### config.mk
export PLATFORM = sky130hd
export DESIGN_NAME = telemetry_frame_builder_top
export DESIGN_NICKNAME = d
export VERILOG_FILES = /design/src/tfb_pkg.sv /design/src/tfb_cell.sv /design/src/tfb_check.sv /design/src/telemetry_frame_builder_top.sv
export SDC_FILE = /design/constraint.sdc
export NUM_CORES = 1
export LEC_CHECK = 0
export BUFFER_PORTS_ARGS = -buffer_cell sky130_fd_sc_hd__buf_2
export CAP_MARGIN = 20
export CORE_MARGIN = 2
export CORE_UTILIZATION = 56
export DETAILED_ROUTE_END_ITERATION = 7
export GPL_ROUTABILITY_DRIVEN = 0
export GPL_TIMING_DRIVEN = 0
export PLACE_DENSITY = 0.8
export SLEW_MARGIN = 20
export SYNTH_ARGS = -nofsm -noshare
export SYNTH_HDL_FRONTEND = slang
export SYNTH_SLANG_ARGS = --single-unit
### constraint.sdc
create_clock -name clk -period 3.39 [get_ports clk]
set_clock_uncertainty 0.1 [all_clocks]
set_input_delay 0.1695 -clock clk [delete_from_list [all_inputs] [get_ports clk]]
set_output_delay 0.1695 -clock clk [all_outputs]
set_load 0.05 [all_outputs]
### src/tfb_pkg.sv
// Package for the telemetry frame builder.
// Holds the frame constants, the cell payload type and the frame loader.
// No dependencies.
package tfb_pkg;

	localparam int unsigned FRAME_LEN    = 8;
	localparam logic [7:0]  FRAME_HEADER = 8'h10;
	localparam int unsigned ID_W         = 16;
	localparam int unsigned VALUE_W      = 32;

	// One stored frame byte; last marks the checksum slot
	typedef struct packed {
		logic       valid;
		logic       last;
		logic [7:0] data;
	} cell_t;

	typedef cell_t [FRAME_LEN-1:0] frame_t;

	// Build the eight cells of one frame; the checksum slot holds no data yet
	function automatic frame_t load_frame(input logic [ID_W-1:0] id,
	                                      input logic [VALUE_W-1:0] value);
		frame_t f;
		f[0] = '{valid: 1'b1, last: 1'b0, data: FRAME_HEADER};
		f[1] = '{valid: 1'b1, last: 1'b0, data: id[7:0]};
		f[2] = '{valid: 1'b1, last: 1'b0, data: id[15:8]};
		f[3] = '{valid: 1'b1, last: 1'b0, data: value[7:0]};
		f[4] = '{valid: 1'b1, last: 1'b0, data: value[15:8]};
		f[5] = '{valid: 1'b1, last: 1'b0, data: value[23:16]};
		f[6] = '{valid: 1'b1, last: 1'b0, data: value[31:24]};
		f[7] = '{valid: 1'b1, last: 1'b1, data: 8'h00};
		return f;
	endfunction

endpackage

### src/tfb_cell.sv
// One cell of the frame shift chain.
// Loads a byte in parallel or takes its upstream neighbour's byte; uses tfb_pkg.
module tfb_cell
	import tfb_pkg::*;
(
	input  logic  clk,
	input  logic  arst_n,
	input  logic  load,
	input  logic  advance,
	input  cell_t load_cell,
	input  cell_t next_cell,
	output cell_t stored
);

	logic       valid_q;
	logic       last_q;
	logic [7:0] data_q;

	// Valid flag: cleared at reset
	always_ff @(posedge clk or negedge arst_n) begin
		if (!arst_n) begin
			valid_q <= 1'b0;
		end else if (load) begin
			valid_q <= load_cell.valid;
		end else if (advance) begin
			valid_q <= next_cell.valid;
		end
	end

	// Payload: no reset needed
	always_ff @(posedge clk) begin
		if (load) begin
			last_q <= load_cell.last;
			data_q <= load_cell.data;
		end else if (advance) begin
			last_q <= next_cell.last;
			data_q <= next_cell.data;
		end
	end

	assign stored = '{valid: valid_q, last: last_q, data: data_q};

endmodule

### src/tfb_check.sv
// Checksum unit: end-around-carry sum of the bytes sent in the current frame.
// Fills the checksum slot with the complemented sum; uses tfb_pkg.
module tfb_check
	import tfb_pkg::*;
(
	input  logic       clk,
	input  logic       arst_n,
	input  logic       send,
	input  cell_t      head,
	output logic [7:0] byte_out
);

	logic [7:0] sum_q;
	logic [8:0] raw;
	logic [7:0] folded;

	// Add with the carry folded back in; one fold cannot carry again
	always_comb begin
		raw    = {1'b0, sum_q} + {1'b0, head.data};
		folded = raw[7:0] + {7'd0, raw[8]};
	end

	// Accumulate each sent byte, clear after the checksum byte
	always_ff @(posedge clk or negedge arst_n) begin
		if (!arst_n) begin
			sum_q <= '0;
		end else if (send) begin
			sum_q <= head.last ? 8'h00 : folded;
		end
	end

	// 0xFF minus the sum is its complement
	assign byte_out = head.last ? ~sum_q : head.data;

`ifndef SYNTHESIS
	a_sum_clear: assert property (@(posedge clk) disable iff (!arst_n)
		(send && head.last) |=> (sum_q == 8'h00))
		else $error("checksum sum not cleared after frame");
`endif

endmodule

### src/telemetry_frame_builder_top.sv
// Top level of the telemetry frame builder.
// Chains tfb_cell instances and the tfb_check unit; uses tfb_pkg.
//
//  channel | dir | signals                      | contents
//  s_      | in  | s_tvalid s_tready s_tdata    | data_id [15:0], data_value [47:16]
//  m_      | out | m_tvalid m_tready m_tdata    | frame_byte [7:0]
//          |     | m_tlast                      | last_byte
//
// Each request produces eight bytes, one per cycle unless the output stalls;
// cell 0 is the output register. A new request is taken in the cycle the
// previous request's last byte leaves, so frames run back to back.
// Reset clears every cell's valid flag and the checksum sum.
// A stalled output holds the whole chain; nothing is dropped.
module telemetry_frame_builder_top
	import tfb_pkg::*;
(
	input  logic        clk,
	input  logic        arst_n,
	input  logic        s_tvalid,
	output logic        s_tready,
	input  logic [47:0] s_tdata,   // data_id [15:0], data_value [47:16]
	output logic        m_tvalid,
	input  logic        m_tready,
	output logic [7:0]  m_tdata,   // frame_byte [7:0]
	output logic        m_tlast    // last_byte
);

	frame_t                  cells;
	frame_t                  loaded;
	logic                    advance;
	logic                    load;
	logic                    send;
	logic [FRAME_LEN-1:0]    vbits;

	// Shift when the head is empty or taken; load once the chain is empty or only the head remains
	always_comb begin
		advance  = !cells[0].valid || m_tready;
		s_tready = advance && !cells[1].valid;
		load     = s_tvalid && s_tready;
		send     = m_tvalid && m_tready;
		loaded   = load_frame(s_tdata[ID_W-1:0], s_tdata[ID_W+VALUE_W-1:ID_W]);
		for (int i = 0; i < FRAME_LEN; i++) begin
			vbits[i] = cells[i].valid;
		end
	end

	// Row of cells, each fed by its upstream neighbour, the last by an empty cell
	for (genvar g = 0; g < FRAME_LEN; g++) begin : g_cell
		cell_t next_cell;
		if (g == FRAME_LEN - 1) begin : g_tail
			assign next_cell = '{valid: 1'b0, last: 1'b0, data: 8'h00};
		end else begin : g_body
			assign next_cell = cells[g+1];
		end
		tfb_cell u_cell (
			.clk       (clk),
			.arst_n    (arst_n),
			.load      (load),
			.advance   (advance),
			.load_cell (loaded[g]),
			.next_cell (next_cell),
			.stored    (cells[g])
		);
	end

	// Checksum fill on the head byte
	tfb_check u_check (
		.clk      (clk),
		.arst_n   (arst_n),
		.send     (send),
		.head     (cells[0]),
		.byte_out (m_tdata)
	);

	assign m_tvalid = cells[0].valid;
	assign m_tlast  = cells[0].last;

`ifndef SYNTHESIS
	a_load_full: assert property (@(posedge clk) disable iff (!arst_n)
		(s_tvalid && s_tready) |=> (&vbits))
		else $error("chain not full after loading a request");
	a_contiguous: assert property (@(posedge clk) disable iff (!arst_n)
		((vbits >> 1) & ~vbits) == '0)
		else $error("gap in the cell chain");
	a_last_alone: assert property (@(posedge clk) disable iff (!arst_n)
		(m_tvalid && m_tlast) |-> !cells[1].valid)
		else $error("checksum byte not at the end of the chain");
`endif

endmodule
* After elaboration in Yosys (flattened, before gate mapping)
Index checks and enable logic that the tools add are counted.
** Storage, ports and cells
- Register bits after elaboration :: 80
- Output and inout bits :: 11
- Bits of input ports :: 52
** Operators by class
- $add $sub $neg :: 2
- Bitwise gates (word level) :: 1
- Reductions and logical operators :: 7
- Mux-type cells :: 30
** Operators by type and width (count)
- $mux W8 :: 14
- $mux W1 :: 16
- $add A8 B8 Y9 :: 1
- $add A8 B1 Y8 :: 1
- $not A8 Y8 :: 1
- $logic_and A1 B1 Y1 :: 3
- $logic_not A1 Y1 :: 2
- $reduce_bool A2 Y1 :: 1
- $logic_or A1 B1 Y1 :: 1

* Longest topological paths before layout
- Depth in word-level cells :: 5
- Gate-level depth with buffers :: 13
- Gate-level depth less buffers :: 13

* By module
A second synthesis with hierarchy kept.
** Second synthesis, totals
- Cells, all modules :: 321
- Area, all modules :: 4785.8 µm²
** By module, submodules not included
- tfb_cell :: instances 8, cells an instance 26, area each 474.2 µm², sequential area each 295.3 µm²
- tfb_check :: instances 1, cells an instance 106, area each 943.4 µm², sequential area each 200.2 µm²
- telemetry_frame_builder_top :: instances 1, cells an instance 7, area each 48.8 µm², sequential area each 0.0 µm²

* Worst setup path after synthesis
OpenSTA, ideal clock, no wires.
- Path kind :: reg-to-reg
- Start :: register g_cell[0].u_cell.valid_q
- End :: register g_cell[1].u_cell.data_q[0] (enable)
- Path slack :: 308 ps
- Clock period less this slack :: 3082 ps
- Stages on the path, launching flop included :: 5
- Buffers on the path :: 2
- Data arrival time :: 2551 ps
- Data required time :: 2859 ps
- Library setup time :: 431 ps
- Path through :: dfrtp_1 > nor2b_1 > clkbuf_1 > inv_1 > buf_1
** Between the ends
- Longest elaborated chain between the ends :: 5
** Ends and longest elaborated chain
- from (decl) :: line tfb_cell.sv:15 : logic valid_q;
- from (signal assigned) :: line tfb_cell.sv:24 : valid_q <= load_cell.valid;
- from (signal assigned) :: line tfb_cell.sv:26 : valid_q <= next_cell.valid;
- $logic_not A1 Y1 * :: line telemetry_frame_builder_top.sv:37 : advance = !cells[0].valid || m_tready;
- $logic_or A1 B1 Y1 * :: line telemetry_frame_builder_top.sv:37
- $logic_and A1 B1 Y1 :: line telemetry_frame_builder_top.sv:38 : s_tready = advance && !cells[1].valid;
- $logic_and A1 B1 Y1 :: line telemetry_frame_builder_top.sv:39 : load = s_tvalid && s_tready;
- $reduce_bool A2 Y1 (no line) *
- to (signal assigned) :: line tfb_cell.sv:34 : data_q <= load_cell.data;
- to (signal assigned) :: line tfb_cell.sv:37 : data_q <= next_cell.data;
- to (decl) :: line tfb_cell.sv:17 : logic [7:0] data_q;
Mark *: on every way between the ends. The rest lies on a longest branch, timed or not.
A chain may end at the register's enable or synchronous reset.

* Worst setup path after layout
- Start :: register u_check.sum_q[3]
- End :: register u_check.sum_q[7]
** Between the ends
- Longest elaborated chain between the ends :: 3
** Ends and longest elaborated chain
- from (decl) :: line tfb_check.sv:13 : logic [7:0] sum_q;
- from (signal assigned) :: line tfb_check.sv:28 : sum_q <= head.last ? 8'h00 : folded;
- $add A8 B8 Y9 :: line tfb_check.sv:19 : raw = {1'b0, sum_q} + {1'b0, head.data};
- $add A8 B1 Y8 :: line tfb_check.sv:20 : folded = raw[7:0] + {7'd0, raw[8]};
- $mux W8 :: line tfb_check.sv:28
Every way passes these cells.

==> results <==
- The run finished with clean final reports.
- After synthesis, the mean cell area works out to 9.414 µm².
- The number of clock sinks is 80.
- The number of register bits inferred by synthesis is 80.
- The endpoint arrival time on the critical path is 3.35 ns.
- The share of the Yosys chip area taken by registers is 0.5814.
- The ratio of final minimum period to clock period is 0.9469.
- The remaining max-slew budget at the tightest pin is 0.6587.
- By area the synthesized netlist is led by edfxtp_1 39%, nand2_1 17%, dfrtp_1 11%.
- The first-iteration detailed-routing DRC count is 214.
- Setup violations remaining at the end of the flow were counted as 0.
- The I/O pin count is 63.
- Leaving out fill and tap cells, the most frequent cells in the layout are 172 x nand2_1, 63 x buf_2, 48 x edfxtp_1, 48 x dlygate4sd3_1, 25 x a21oi_1.
- The worst reg2reg path depth is 12.
- For the final routed database, the setup TNS stands at 0 ns.
- At the worst endpoint, the required time is 3.53 ns.
- The remaining number of nets flagged by the antenna check after routing is 0.
- Along the worst path, the maximum fanout reaches 4.
- The number of max-slew violations in the final report is 0.
- Entering global routing, the biggest net connects 37 pins.
- The worst setup path is captured at a flip-flop.
- The largest family of logic cells by synthesized area is simple AND/OR/NAND/NOR gates.
- CTS placed an instance of clkbuf_8 at the clock tree root.
- The overall global routing resource usage is 0.2492.
- The die is 85.49 µm tall.
- The top cell type by total area after synthesis is edfxtp_1.
- The most used flip-flop cell after synthesis is edfxtp_1.
- The floorplan step defined a die boundary enclosing 7309 µm².
- TritonCTS built the clock tree.
- The number of cells after detailed placement is 535.
- Of all flip-flops after synthesis, the portion carrying an async set or reset was 0.2000.
- Counting I/O delays and the setup requirement, the final critical path takes 3.210 ns.
- The overall routed net length is 8.739 mm.
- Walking the worst path, the cells encountered are ha_1 -> o21ai_0 -> o21ai_2 -> and3_1 -> o21ai_0 -> nand2b_1 -> ha_1 -> nand4_1 -> or4_4 -> o22a_1 -> a31o_1 -> a32o_1.
- Of the total synthesized cell area, the portion taken by XOR and XNOR cells is 0.01817.
- The number of search-and-repair iterations in the first detailed-routing pass is 4.
- In this design, the stage delay of the slowest critical-path cell is 0.46 ns.
- In the synthesized netlist, the number of instances is 395.
- Of the total synthesized cell area, the portion taken by AND, OR, NAND and NOR gates is 0.2453.
- The depth of the worst hold-timing path is 3.
- The initial antenna violation count is 1.
- The via count of the first global-routing pass was 3102.
- The filler cell count in the final layout is 432.
- The power per unit of standard cell area is 801.2 nW/µm².
- In this run the critical register-to-register path is launched from u_check.sum_q[3]$_DFFE_PN0P_.
- The number of standard cells in the layout, taps in and fillers out is 604.
- The clock passes through at most 2 buffers.
- The summed instance area of the synthesized netlist is 3719 µm².
- The endpoint of the worst hold-timing path is g_cell[3].u_cell.data_q[6]$_DFFE_PP_.
- The total global routing overflow is 0.
- The final count of hold timing violations is 0.
- The worst hold slack is 0.009440 ns.
- The total power after layout is 3.893 mW.
- The per-cell via count in the routed design is 5.333.
- Of the cells placed in the final design, the portion with a size suffix greater than 1 is 0.1787.
- The kind of critical path is flip-flop to flip-flop.
- The class of the tightest hold or removal check is primary input to flip-flop.
- The clock-pin slew on the worst setup and hold paths is 0.09 ns.
- The analysis attributes to cell leakage a power of 2.223 nW.
- For the pin with the worst max-slew slack, the measured transition is 0.5119 ns.
- The synthesis-to-layout area growth is 30.65%.
- Among all stages on the critical path, the largest delay is contributed by or4_4.
- Setup slack on the worst reg-to-reg path comes out at 0.18 ns.
- The later pin in the worst-skew pair is clocked with a latency of 0.36 ns.
- After the last flow step, the layout net total stands at 584.
- The placeable core area is 6386 µm².
- The synthesized design contains 48 enable-type register cells.
- The count of port buffers added during placement is 62.
- The number of vias after detailed routing is 3221.
- The site row count is 29.
- The worst hold path begins at s_tdata[22].
- The first global-routing pass estimated 14.06 mm of wire.
- Based on the critical path, the design can be clocked at up to 0.3115 GHz.
- The arithmetic-cell share of the synthesized area counting full adders, half adders and majority gates is 0.03903.
- The count of different cell masters after synthesis is 40.
- STA classifies the critical path startpoint as a flip-flop.
- The total CTS buffers is 9.
- The horizontal extent of the die is 85.49 µm.
- Of the post-synthesis cell area, the part taken by muxes is 0.002692.
- The largest vdd supply drop is 0.8751 mV.
- The most common cell after layout, fill and taps aside is nand2_1.
- The initial core utilization is 0.5823.
- Across the run, the number of max-cap violations was 0.
- In the final routed layout, each cell accounts on average for 14.47 µm.
- Of the post-synthesis cell area, the dominant cell type holds 0.3876.
- The startpoint of the most critical setup path is u_check.sum_q[3]$_DFFE_PN0P_.
- The number of nets in the synthesized netlist is 458.
- The DRC violations left is 0.
- For this run, the number of Yosys warnings is 0.
- Summed over all nets, the half-perimeter wirelength after detailed placement is 5.345 mm.
- The compound-gate portion of the synthesized area is 0.09017.
- The H-tree level count is 3.
- The endpoint identified for the worst register-to-register timing path is u_check.sum_q[7]$_DFFE_PN0P_.
[sequential cells by signal, summed over array words and instances (netlist names)]
| register | count |
|---|---|
| g_cell.u_cell.data_q | 56 |
| g_cell.u_cell.last_q | 8 |
| g_cell.u_cell.valid_q | 8 |
| u_check.sum_q | 8 |
[metrics by stage]
stage	setup WS [ns]	util	instance area [µm²]
floorplan	0.3076	-	3719
global placement	-0.05022	0.6460	4125
detailed placement	0.004816	0.6493	4146
CTS	0.04790	0.7510	4796
global route	-0.01782	0.7608	4858
finish	0.1800	0.7608	4858
[routing by layer]
layer	global-route usage	up-vias	wire length, µm
li1	-	1582	-
met1	0.2882	1538	3501
met2	0.4503	81	4606
met3	0.04812	20	379
met4	0.1068	0	251
met5	0	-	0
[how the worst max path moves through the flow]
| stage | end | slack [ns] | cells past startpoint |
|---|---|---|---|
| 2_1_floorplan | g_cell[1].u_cell.data_q[0]$_DFFE_PP_ | 0.31 | 4 |
| 3_3_place_gp | g_cell[1].u_cell.data_q[2]$_DFFE_PP_ | -0.05 | 4 |
| 3_5_place_dp | u_check.sum_q[7]$_DFFE_PN0P_ | 0.005 | 13 |
| 4_1_cts | u_check.sum_q[7]$_DFFE_PN0P_ | 0.05 | 13 |
| 5_1_grt | u_check.sum_q[6]$_DFFE_PN0P_ | -0.02 | 12 |
| 6_report | u_check.sum_q[7]$_DFFE_PN0P_ | 0.18 | 12 |
[cell families after synthesis]
logic type	count (synthesis)
AO/OA/AOI/OAI	52
adder cells (fa/ha/maj)	11
multiplexers	1
buffers and inverters	23
flip-flops	80
XOR/XNOR	6
AND/OR/NAND/NOR	222
[layout make-up]
cell class / instances / area [µm²] / share of cell area
Timing Repair Buffer: 115 / 840.8 / 0.1731
Tap cell: 77 / 96.34 / 0.01983
Buffer: 20 / 76.32 / 0.01571
Sequential cell: 80 / 2162 / 0.4450
Multi-Input combinational cell: 292 / 1490 / 0.3067
Clock inverter: 7 / 55.05 / 0.01133
Clock buffer: 9 / 123.9 / 0.02550
Inverter: 3 / 11.26 / 0.002318
Antenna cell: 1 / 2.502 / 0.0005151
[worst max-delay path, delay by kind of cell, from the launching register on]
family	cells	cell delay, ns
fa+ha+maj	2	0.57
compound gates	6	1.12
simple gates	4	0.88
flops	1	0.42
[cell usage after synthesis (3+ instances only)]
library cell,count
buf_1,3
inv_1,3
dfrtp_1,16
nand2b_1,4
ha_1,10
nand3_1,8
o21ai_0,7
nor2_1,18
and2_1,8
a21oi_1,25
dfxtp_1,16
xor2_1,4
clkbuf_1,17
edfxtp_1,48
nand2_1,172
[repair_timing]
item / CTS / global route
pin swaps: 0 / 2
buffers inserted: 0 / 4
setup endpoints to repair: 1 / 5
hold endpoints to repair: 62 / 1
hold buffers: 47 / 1
gates resized for setup: 1 / 5
[power by group]
part / internal, mW / switching, mW / leakage, nW
Clock: 0.275 / 0.383 / 0.0919
Sequential: 1.38 / 0.161 / 0.811
Combinational: 0.696 / 1.00 / 1.32
(Power assumes the default switching activity.)
